<file path="config.mk">
export PLATFORM = sky130hd
export DESIGN_NAME = trade_candle_aggregator_unit
export DESIGN_NICKNAME = d
export VERILOG_FILES = /design/src/design/tcagg_pkg.sv /design/src/design/trade_candle_aggregator_unit.sv
export SDC_FILE = /design/constraint.sdc
export NUM_CORES = 2
export LEC_CHECK = 0
export BUFFER_PORTS_ARGS = -buffer_cell sky130_fd_sc_hd__buf_2
export CAP_MARGIN = 20
export CORE_AREA = 5 5 340 342
export CTS_BUF_LIST = sky130_fd_sc_hd__clkbuf_2 sky130_fd_sc_hd__clkbuf_4 sky130_fd_sc_hd__clkbuf_8
export DETAILED_ROUTE_END_ITERATION = 16
export DIE_AREA = 0 0 345 347
export GPL_TIMING_DRIVEN = 0
export PLACE_DENSITY = 0.67
export SETUP_SLACK_MARGIN = 0.15
export SLEW_MARGIN = 20
export SYNTH_ARGS = -nofsm -noshare
export SYNTH_HDL_FRONTEND = slang
export SYNTH_SLANG_ARGS = --single-unit
</file>
<file path="constraint.sdc">
create_clock -name i_clk -period 27.4 [get_ports i_clk]
set_clock_uncertainty 0.2 [all_clocks]
set_input_delay 5.48 -clock i_clk [delete_from_list [all_inputs] [get_ports i_clk]]
set_output_delay 5.48 -clock i_clk [all_outputs]
set_load 0.02 [all_outputs]
</file>
<file path="src/design/tcagg_pkg.sv">
// Shared widths, register indexes and result slot codes for the trade candle aggregator.
package tcagg_pkg;

    localparam int GRAN_W     = 27;
    localparam int SEQ_W      = 63;
    localparam int EXP_W      = 64;
    localparam int IN_PRICE_W = 7;
    localparam int PRICE_W    = 8;
    localparam int REP_W      = 32;
    localparam int SIDE_W     = 2;
    localparam int CFG_IDX_W  = 2;
    localparam int CFG_DATA_W = 63;
    localparam int SLOT_W     = 3;

    localparam logic [GRAN_W-1:0]  GRAN_RESET = GRAN_W'(60000);
    localparam logic [PRICE_W-1:0] NODATA     = 8'hFF;

    localparam logic [CFG_IDX_W-1:0] CFG_GRAN  = 2'd0;
    localparam logic [CFG_IDX_W-1:0] CFG_START = 2'd1;
    localparam logic [CFG_IDX_W-1:0] CFG_INIT  = 2'd2;

    localparam logic [SIDE_W-1:0] SIDE_YES = 2'd0;
    localparam logic [SIDE_W-1:0] SIDE_NO  = 2'd1;

    localparam logic [SLOT_W-1:0] SLOT_STATUS     = 3'd0;
    localparam logic [SLOT_W-1:0] SLOT_YES_CLOSED = 3'd1;
    localparam logic [SLOT_W-1:0] SLOT_YES_FILL   = 3'd2;
    localparam logic [SLOT_W-1:0] SLOT_NO_CLOSED  = 3'd3;
    localparam logic [SLOT_W-1:0] SLOT_NO_FILL    = 3'd4;

    typedef logic [PRICE_W-1:0] t_price;

endpackage

</file>
<file path="src/design/trade_candle_aggregator_unit.sv">
// Trade candle aggregator top level: sequence check, candle update, bucket divider, emission.
//
// Each trade item's time bucket is found by the shared restoring divider, one
// quotient bit per cycle, and its results then leave one per cycle while the
// output is not stalled. After a write to granularity_ms or start_bucket_ms,
// the next in-sequence trade also divides the live candle start, once. A
// sequence gap skips the divider. The input is ready only while the sequencer
// is idle; the last result may still wait in the output register while the
// next trade is taken. Results come in the order status, yes closed candle,
// yes filler, no closed candle, no filler. Configuration writes are always
// ready and are meant for idle periods.
module trade_candle_aggregator_unit
    import tcagg_pkg::*;
#(
    parameter int TIME_BITS = 62
) (
    input  logic                  i_clk,
    input  logic                  i_rst_n,
    input  logic                  i_cfg_valid,
    output logic                  o_cfg_ready,
    input  logic [CFG_IDX_W-1:0]  i_cfg_index,
    input  logic [CFG_DATA_W-1:0] i_cfg_data,
    input  logic                  i_in_valid,
    output logic                  o_in_ready,
    input  logic [SEQ_W-1:0]      i_sequence_id,
    input  logic [TIME_BITS-1:0]  i_trade_time_ms,
    input  logic [SIDE_W-1:0]     i_taker_side,
    input  logic [IN_PRICE_W-1:0] i_yes_price,
    input  logic [IN_PRICE_W-1:0] i_no_price,
    output logic                  o_out_valid,
    input  logic                  i_out_ready,
    output logic                  o_result_kind,
    output logic                  o_status,
    output logic                  o_candle_side,
    output logic [TIME_BITS-1:0]  o_bucket_start_ms,
    output logic [PRICE_W-1:0]    o_open_price,
    output logic [PRICE_W-1:0]    o_high_price,
    output logic [PRICE_W-1:0]    o_low_price,
    output logic [PRICE_W-1:0]    o_close_price,
    output logic [REP_W-1:0]      o_repeat_count,
    output logic                  o_last_result
);

    localparam int CNT_W = $clog2(TIME_BITS + 1);
    localparam logic [CNT_W-1:0] DIV_STEPS = CNT_W'(TIME_BITS);

    localparam logic [2:0] S_IDLE  = 3'd0;
    localparam logic [2:0] S_CHECK = 3'd1;
    localparam logic [2:0] S_DIVS  = 3'd2;
    localparam logic [2:0] S_DIVT  = 3'd3;
    localparam logic [2:0] S_PREP  = 3'd4;
    localparam logic [2:0] S_STEP  = 3'd5;
    localparam logic [2:0] S_EMIT  = 3'd6;

    logic [2:0]            r_state;
    logic [EXP_W-1:0]      r_exp;
    logic [TIME_BITS-1:0]  r_start;
    logic [GRAN_W-1:0]     r_g;
    logic                  r_sdiv_ok;
    t_price                r_open  [2];
    t_price                r_high  [2];
    t_price                r_low   [2];
    t_price                r_close [2];

    logic [SEQ_W-1:0]      r_seq;
    logic [TIME_BITS-1:0]  r_time;
    logic [SIDE_W-1:0]     r_side;
    logic [IN_PRICE_W-1:0] r_yes;
    logic [IN_PRICE_W-1:0] r_no;

    logic [TIME_BITS-1:0]  r_dq;
    logic [GRAN_W-1:0]     r_rem;
    logic [CNT_W-1:0]      r_cnt;
    logic [TIME_BITS-1:0]  r_qs;
    logic [GRAN_W-1:0]     r_rems;
    logic [TIME_BITS-1:0]  r_qt;
    logic [GRAN_W-1:0]     r_remt;

    logic [TIME_BITS-1:0]  r_target;
    logic [TIME_BITS-1:0]  r_bkt;
    logic [TIME_BITS-1:0]  r_qdiff;
    logic [TIME_BITS-1:0]  r_next;
    logic [REP_W-1:0]      r_rep;
    logic                  r_gap;
    logic                  r_roll;
    logic                  r_fill;
    logic [SLOT_W-1:0]     r_slot;

    logic                  r_out_valid;
    logic                  r_out_kind;
    logic                  r_out_status;
    logic                  r_out_side;
    logic [TIME_BITS-1:0]  r_out_bucket;
    t_price                r_out_open;
    t_price                r_out_high;
    t_price                r_out_low;
    t_price                r_out_close;
    logic [REP_W-1:0]      r_out_rep;
    logic                  r_out_last;

    // divider step
    logic [GRAN_W:0]       trial;
    logic [GRAN_W-1:0]     trial_diff;
    logic                  trial_ge;
    logic [GRAN_W-1:0]     rem_step;
    logic [TIME_BITS-1:0]  dq_step;

    // emission
    logic                  em_side;
    logic                  fl_flat;
    logic                  n_kind;
    logic                  n_status;
    logic [TIME_BITS-1:0]  n_bucket;
    t_price                n_open;
    t_price                n_high;
    t_price                n_low;
    t_price                n_close;
    logic [REP_W-1:0]      n_rep;
    logic                  n_last;
    logic                  em_done;
    logic [SLOT_W-1:0]     n_slot;

    logic                  seq_match;
    logic [TIME_BITS-1:0]  qm1;
    logic [TIME_BITS-1:0]  g_ext;
    t_price                upd_price;
    logic                  upd_en;
    logic                  upd_side;

    assign o_cfg_ready       = 1'b1;
    assign o_in_ready        = (r_state == S_IDLE);
    assign o_out_valid       = r_out_valid;
    assign o_result_kind     = r_out_kind;
    assign o_status          = r_out_status;
    assign o_candle_side     = r_out_side;
    assign o_bucket_start_ms = r_out_bucket;
    assign o_open_price      = r_out_open;
    assign o_high_price      = r_out_high;
    assign o_low_price       = r_out_low;
    assign o_close_price     = r_out_close;
    assign o_repeat_count    = r_out_rep;
    assign o_last_result     = r_out_last;

    assign g_ext      = {{(TIME_BITS - GRAN_W){1'b0}}, r_g};
    assign trial      = {r_rem, r_dq[TIME_BITS-1]};
    assign trial_diff = trial[GRAN_W-1:0] - r_g;
    assign trial_ge   = (trial >= {1'b0, r_g});
    assign rem_step   = trial_ge ? trial_diff : trial[GRAN_W-1:0];
    assign dq_step    = {r_dq[TIME_BITS-2:0], trial_ge};

    assign seq_match  = ({1'b0, r_seq} == (r_exp + EXP_W'(1)));
    assign qm1        = r_qdiff - TIME_BITS'(1);
    assign upd_side   = (r_side == SIDE_NO);
    assign upd_en     = ((r_side == SIDE_YES) || (r_side == SIDE_NO)) && (r_time >= r_start);
    assign upd_price  = upd_side ? {1'b0, r_no} : {1'b0, r_yes};

    always_comb begin
        em_side  = (r_slot == SLOT_NO_CLOSED) || (r_slot == SLOT_NO_FILL);
        fl_flat  = (r_close[em_side] != NODATA);
        n_kind   = 1'b1;
        n_status = 1'b0;
        n_bucket = r_bkt;
        n_open   = r_open[em_side];
        n_high   = r_high[em_side];
        n_low    = r_low[em_side];
        n_close  = r_close[em_side];
        n_rep    = REP_W'(1);
        n_last   = 1'b0;
        em_done  = 1'b0;
        n_slot   = r_slot;
        unique case (r_slot) inside
            SLOT_STATUS: begin
                n_kind   = 1'b0;
                n_status = r_gap;
                n_bucket = '0;
                n_open   = '0;
                n_high   = '0;
                n_low    = '0;
                n_close  = '0;
                n_rep    = '0;
                n_last   = !r_roll;
                em_done  = !r_roll;
                n_slot   = SLOT_YES_CLOSED;
            end
            SLOT_YES_CLOSED: begin
                n_slot = r_fill ? SLOT_YES_FILL : SLOT_NO_CLOSED;
            end
            SLOT_NO_CLOSED: begin
                n_last  = !r_fill;
                em_done = !r_fill;
                n_slot  = SLOT_NO_FILL;
            end
            SLOT_YES_FILL, SLOT_NO_FILL: begin
                n_bucket = r_next;
                n_rep    = r_rep;
                if (fl_flat) begin
                    n_open = r_close[em_side];
                    n_high = r_close[em_side];
                    n_low  = r_close[em_side];
                end
                n_last  = (r_slot == SLOT_NO_FILL);
                em_done = (r_slot == SLOT_NO_FILL);
                n_slot  = SLOT_NO_CLOSED;
            end
            default: begin
                em_done = 1'b1;
            end
        endcase
    end

    always_ff @(posedge i_clk) begin
        if (!i_rst_n) begin
            r_state     <= S_IDLE;
            r_exp       <= '0;
            r_start     <= '0;
            r_g         <= GRAN_RESET;
            r_sdiv_ok   <= 1'b0;
            r_out_valid <= 1'b0;
            for (int s = 0; s < 2; s++) begin
                r_open[1'(s)]  <= NODATA;
                r_high[1'(s)]  <= NODATA;
                r_low[1'(s)]   <= NODATA;
                r_close[1'(s)] <= NODATA;
            end
        end else begin
            if (r_out_valid && i_out_ready && (r_state != S_EMIT)) begin
                r_out_valid <= 1'b0;
            end
            unique case (r_state)
                S_IDLE: begin
                    if (i_in_valid) begin
                        r_seq   <= i_sequence_id;
                        r_time  <= i_trade_time_ms;
                        r_side  <= i_taker_side;
                        r_yes   <= i_yes_price;
                        r_no    <= i_no_price;
                        r_state <= S_CHECK;
                    end
                end
                S_CHECK: begin
                    r_slot <= SLOT_STATUS;
                    if (!seq_match) begin
                        r_exp   <= {1'b0, r_seq};
                        r_gap   <= 1'b1;
                        r_roll  <= 1'b0;
                        r_fill  <= 1'b0;
                        r_state <= S_EMIT;
                    end else begin
                        r_exp <= r_exp + EXP_W'(1);
                        r_gap <= 1'b0;
                        if (upd_en) begin
                            if (r_open[upd_side] == NODATA) begin
                                r_open[upd_side] <= upd_price;
                            end
                            if (r_high[upd_side] == NODATA || upd_price > r_high[upd_side]) begin
                                r_high[upd_side] <= upd_price;
                            end
                            if (r_low[upd_side] == NODATA || upd_price < r_low[upd_side]) begin
                                r_low[upd_side] <= upd_price;
                            end
                            r_close[upd_side] <= upd_price;
                        end
                        r_rem <= '0;
                        r_cnt <= DIV_STEPS;
                        if (r_sdiv_ok) begin
                            r_dq    <= r_time;
                            r_state <= S_DIVT;
                        end else begin
                            r_dq    <= r_start;
                            r_state <= S_DIVS;
                        end
                    end
                end
                S_DIVS: begin
                    if (r_cnt != '0) begin
                        r_dq  <= dq_step;
                        r_rem <= rem_step;
                        r_cnt <= r_cnt - CNT_W'(1);
                    end else begin
                        r_qs      <= r_dq;
                        r_rems    <= r_rem;
                        r_sdiv_ok <= 1'b1;
                        r_dq      <= r_time;
                        r_rem     <= '0;
                        r_cnt     <= DIV_STEPS;
                        r_state   <= S_DIVT;
                    end
                end
                S_DIVT: begin
                    if (r_cnt != '0) begin
                        r_dq  <= dq_step;
                        r_rem <= rem_step;
                        r_cnt <= r_cnt - CNT_W'(1);
                    end else begin
                        r_qt    <= r_dq;
                        r_remt  <= r_rem;
                        r_state <= S_PREP;
                    end
                end
                S_PREP: begin
                    r_target <= r_time - {{(TIME_BITS - GRAN_W){1'b0}}, r_remt};
                    r_bkt    <= r_start - {{(TIME_BITS - GRAN_W){1'b0}}, r_rems};
                    r_qdiff  <= r_qt - r_qs;
                    r_roll   <= (r_qs < r_qt);
                    r_state  <= S_STEP;
                end
                S_STEP: begin
                    r_fill <= r_roll && (|r_qdiff[TIME_BITS-1:1]);
                    r_next <= r_bkt + g_ext;
                    r_rep  <= (qm1 > TIME_BITS'({REP_W{1'b1}})) ? '1 : qm1[REP_W-1:0];
                    r_state <= S_EMIT;
                end
                S_EMIT: begin
                    if (!r_out_valid || i_out_ready) begin
                        r_out_valid  <= 1'b1;
                        r_out_kind   <= n_kind;
                        r_out_status <= n_status;
                        r_out_side   <= n_kind & em_side;
                        r_out_bucket <= n_bucket;
                        r_out_open   <= n_open;
                        r_out_high   <= n_high;
                        r_out_low    <= n_low;
                        r_out_close  <= n_close;
                        r_out_rep    <= n_rep;
                        r_out_last   <= n_last;
                        r_slot       <= n_slot;
                        if (em_done) begin
                            if (r_roll) begin
                                for (int s = 0; s < 2; s++) begin
                                    if (r_close[1'(s)] != NODATA) begin
                                        r_open[1'(s)] <= r_close[1'(s)];
                                        r_high[1'(s)] <= r_close[1'(s)];
                                        r_low[1'(s)]  <= r_close[1'(s)];
                                    end
                                end
                                r_start <= r_target;
                                r_qs    <= r_qt;
                                r_rems  <= '0;
                            end
                            r_state <= S_IDLE;
                        end
                    end
                end
                default: begin
                    r_state <= S_IDLE;
                end
            endcase
            if (i_cfg_valid) begin
                unique case (i_cfg_index)
                    CFG_GRAN: begin
                        r_g       <= (i_cfg_data[GRAN_W-1:0] == '0) ? GRAN_W'(1)
                                                                    : i_cfg_data[GRAN_W-1:0];
                        r_sdiv_ok <= 1'b0;
                    end
                    CFG_START: begin
                        r_start   <= i_cfg_data[TIME_BITS-1:0];
                        r_sdiv_ok <= 1'b0;
                    end
                    CFG_INIT: begin
                        r_exp <= {1'b0, i_cfg_data[SEQ_W-1:0]};
                    end
                    default: begin
                    end
                endcase
            end
        end
    end

endmodule

</file>
==> impl_results.md <==
* Core region area at between 100000 and 150000 um^2
* DRC violations left at 0
* Count of flip-flops with a built-in enable after synthesis at 886
* Pwr per Cell Area at 64.9 nW/um^2
* Reg power frac at 0.478
* Number of non-filler instances in the completed layout at 7514
* Critical path start-end classification: input port to flip-flop
* Hold WS at between 0.2 and 0.3 ns
* Number of global-route vias before repair at between 40000 and 50000
* Worst-Margin Slew at between 1 and 1.5 ns
* DR vias at 44700
* Synth Net Count at 5752
* Post-CTS Hold Buffers at 0
* Number of I/O pins at 344
* Number of synthesized register bits at 1052
* Aggregate routed wire length at ~190000 um
* Upper clock frequency limit at around 110 MHz
* Biggest fanout along the worst timing path at 10
* Rows at 123
* Maximum Capacitance Violations at 0
* Avg WL per Cell at 25.0 um
* Final design utilization at 0.569
* Worst slew margin relative to its limit at 0.221
* Effective utilization at floorplan at 0.498
* Detail Placement HPWL at 149000 um
* Max Root-Sink Buffers at 3
* Clock tree from TritonCTS: done
* Startpoint of the worst-slack reg-to-reg timing path: r_exp[25]$_SDFF_PN0_
* Top FF cell, synth: edfxtp_1
* Worst-case reg-to-reg path depth at 20
* Clock period minus worst slack at 9.02 ns
* First-pass GRT wire length at 272000 um
* Register-to-Register Setup Slack at 19.40 ns
* Total clock buffers created by CTS at approximately 180
* Endpoint type of the worst setup path: flip-flop
* Count of nets left with antenna violations after detail routing at 0
* Async SR Flop Fraction at 0
* Maximum level of the CTS H-tree at 4
* Switching part of the total power at 0.298
* Final setup violation count at 0
* Net switching power figure at 1.23 mW
* Library cells used by synthesis at 81
* Crit path capture: r_dq[2]$_DFFE_PP_
* Share of final-layout standard cells stronger than drive strength 1 at 0.128
* Final clock period utilization by the worst path at 0.329
* Internal power component at between 2 and 3 mW
* Share of the yosys chip area belonging to registers at 0.537
* Run status: finished, final reports clean
* Power, Total at 4.14 mW
* Pins Over Slew Limit at 0
* Setup TNS at 0 ns
* Floorplan die height at 347 um
* Startpoint type of the worst setup path: input port
* Per-instance average area after synthesis at between 10 and 15 um^2
* Syn Inst Count at 5287
* Avg Vias per Cell at 5.95
* Worst min-delay path category: flip-flop to flip-flop
* Die Footprint at around 120000 um^2
* RSZ-0062 raised after global routing: false
* Total congestion overflow at 0
* Data required time of the critical path at 27.76 ns
* Sinks on the clock net at 1052
* Number of antenna violations at the first check in global routing at 10
* Number of warnings reported in the yosys synthesis log at 0
* Number of detailed-route iterations in the first pass at 6
* Layout-stage area growth over the synthesis result at 14.3%
* Share of total power in the clock network at 0.355
* Clock root buffer: clkbuf_8
* Maximum ir drop on the vdd rail at 0.0411 mV
* Number of instances in the placed design at 7181
* Die width at 345 um
* Leakage dissipation at 24.2 nW
* Reg2reg end: r_dq[2]$_DFFE_PP_
* Gpl congestion at 1.01
* Input/output buffers at 342
* CTS clock-pin slew for the worst setup and hold paths at 0.06 ns
* Post-synth design cell area at between 50000 and 60000 um^2
* Cts repair resizes at 0
* Crit. Startpoint: i_rst_n
* Clock Latency Late Sink at 0.87 ns
* Net count of the finished layout at 6324
* Data arrival time of the worst path at 9.38 ns
* Tot GR Track Use at 0.303
* Fin. Hold Viols at 0
* Power share of the combinational group at 0.168
* DRT iter0 DRCs at 5582
* Post-CTS Setup Bufs at 0
* Pin count of the biggest net entering global routing at 58
## cells in the mapped netlist (80+ instances only)
| library cell | number | share of area |
|---|---|---|
| xor2_1 | 131 | 0.021 |
| clkbuf_1 | 203 | 0.014 |
| nor2_1 | 493 | 0.033 |
| xnor2_1 | 230 | 0.036 |
| o21ai_0 | 181 | 0.016 |
| edfxtp_1 | 886 | 0.48 |
| a211oi_1 | 96 | 0.013 |
| a21oi_1 | 241 | 0.022 |
| inv_1 | 282 | 0.019 |
| dfxtp_1 | 166 | 0.060 |
| nand4_1 | 82 | 0.0092 |
| a21o_1 | 144 | 0.019 |
| nand2_1 | 628 | 0.042 |
| mux2i_1 | 120 | 0.022 |
| nor3_1 | 120 | 0.011 |
| and2_1 | 80 | 0.0090 |
| nand3_1 | 103 | 0.0092 |
| ha_1 | 249 | 0.056 |
## sequential cells by signal (all words and copies together), names as in the netlist, 62 cells and up
| signal | flops |
|---|---|
| r_exp | 64 |
| r_bkt | 62 |
| r_qt | 62 |
| r_next | 62 |
| r_qs | 62 |
| r_target | 62 |
| r_start | 62 |
| r_dq | 62 |
| r_qdiff | 62 |
| r_time | 62 |
| r_seq | 63 |
| o_bucket_start_ms | 62 |
## metal layers
layer  vias up  track usage  share of wire
met3       436       0.0497          0.087
met1     21400        0.420           0.42
li1      20600            -              -
met5         -            0              0
met4         0        0.148          0.053
met2      2277        0.466           0.44
## per-stage QoR
| step | worst slack, ns | instance area (um^2) |
|---|---|---|
| 6_report | 18.38 | 63700 |
| 5_1_grt | 18.33 | 63700 |
| 4_1_cts | 18.56 | 63700 |
| 3_5_place_dp | 17.62 | 60000 |
| 3_3_place_gp | -5.68 | 59300 |
| 2_1_floorplan | 2.73 | 55800 |
## final cells by class
| type | instances | area [um^2] |
|---|---|---|
| fillers | 9743 | 48300 |
| flip-flops and latches | 1052 | 29900 |
| multi-input cells | 3712 | 23900 |
| clock buffers | 249 | 3070 |
| repair buffers | 394 | 2290 |
| well taps | 1500 | 1880 |
| inverters | 284 | 1070 |
| plain buffers | 239 | 923 |
| clock inverters | 77 | 621 |
| diodes | 7 | 17.5 |
## worst min-delay path by stage
stage	start	endpoint	cells after the start
4_1_cts	r_dq[61]$_DFFE_PP_	r_qt[61]$_DFFE_PP_	0
3_3_place_gp	r_dq[61]$_DFFE_PP_	r_qt[61]$_DFFE_PP_	0
2_1_floorplan	r_dq[61]$_DFFE_PP_	r_qt[61]$_DFFE_PP_	0
3_5_place_dp	r_dq[61]$_DFFE_PP_	r_qt[61]$_DFFE_PP_	0
6_report	r_dq[61]$_DFFE_PP_	r_qt[61]$_DFFE_PP_	0
5_1_grt	r_dq[61]$_DFFE_PP_	r_qt[61]$_DFFE_PP_	0
## cells by family (layout without fill, tap and decap cells)
logic type	Yosys count	in the layout	share of synthesized area
compound gates	1126	1126	0.135
xor+xnor	361	361	0.0567
fa+ha+maj	254	254	0.0577
buf+inv	523	1243	0.0357
flops	1052	1052	0.537
mux	123	123	0.0224
other cells	1	8	0.0000673
simple gates	1847	1847	0.156
## critical path: stages
cell,delay (ns)
buf_2,0.10
clkbuf_1,0.63
inv_2,0.30
clkbuf_1,0.51
clkbuf_1,0.42
nor3_2,0.55
buf_4,0.31
buf_4,0.22
buf_4,0.21
buf_4,0.22
buf_6,0.18
buf_4,0.21
## power groups by stage
| stage | sequential [mW] | combinational, mW | clock [mW] |
|---|---|---|---|
| 2_1_floorplan | 1.97 | 0.440 | 0 |
| 3_3_place_gp | 2.03 | 0.654 | 0 |
| 3_5_place_dp | 2.00 | 0.677 | 0 |
| 4_1_cts | 1.97 | 0.681 | 1.49 |
| 5_1_grt | 1.98 | 0.747 | 1.56 |
| 6_report | 1.98 | 0.695 | 1.47 |
## placed cells by master, fill, tap and decap left out, drive strengths merged, types with 17 or more instances in the layout
cell type / netlist / layout
a31oi: 44 / 44
dfxtp: 166 / 166
o211ai: 23 / 23
xor2: 131 / 131
o21ai: 203 / 203
a21o: 144 / 144
and3: 41 / 41
nand3: 104 / 104
nand2b: 39 / 39
a21oi: 241 / 241
nor4: 73 / 73
o31ai: 17 / 17
mux2i: 120 / 120
nand4: 83 / 83
edfxtp: 886 / 886
nor2: 493 / 493
a311oi: 56 / 56
or4: 32 / 32
o22ai: 71 / 71
buf: 36 / 430
and4: 20 / 20
clkinv: 0 / 52
ha: 249 / 249
a211oi: 96 / 96
o21a: 33 / 33
nor3: 121 / 121
or3: 34 / 34
nand2: 628 / 628
inv: 284 / 292
a22o: 64 / 64
and2: 80 / 80
o21bai: 24 / 24
nor2b: 36 / 36
clkbuf: 203 / 452
xnor2: 230 / 230
(Power assumes the default switching activity.)
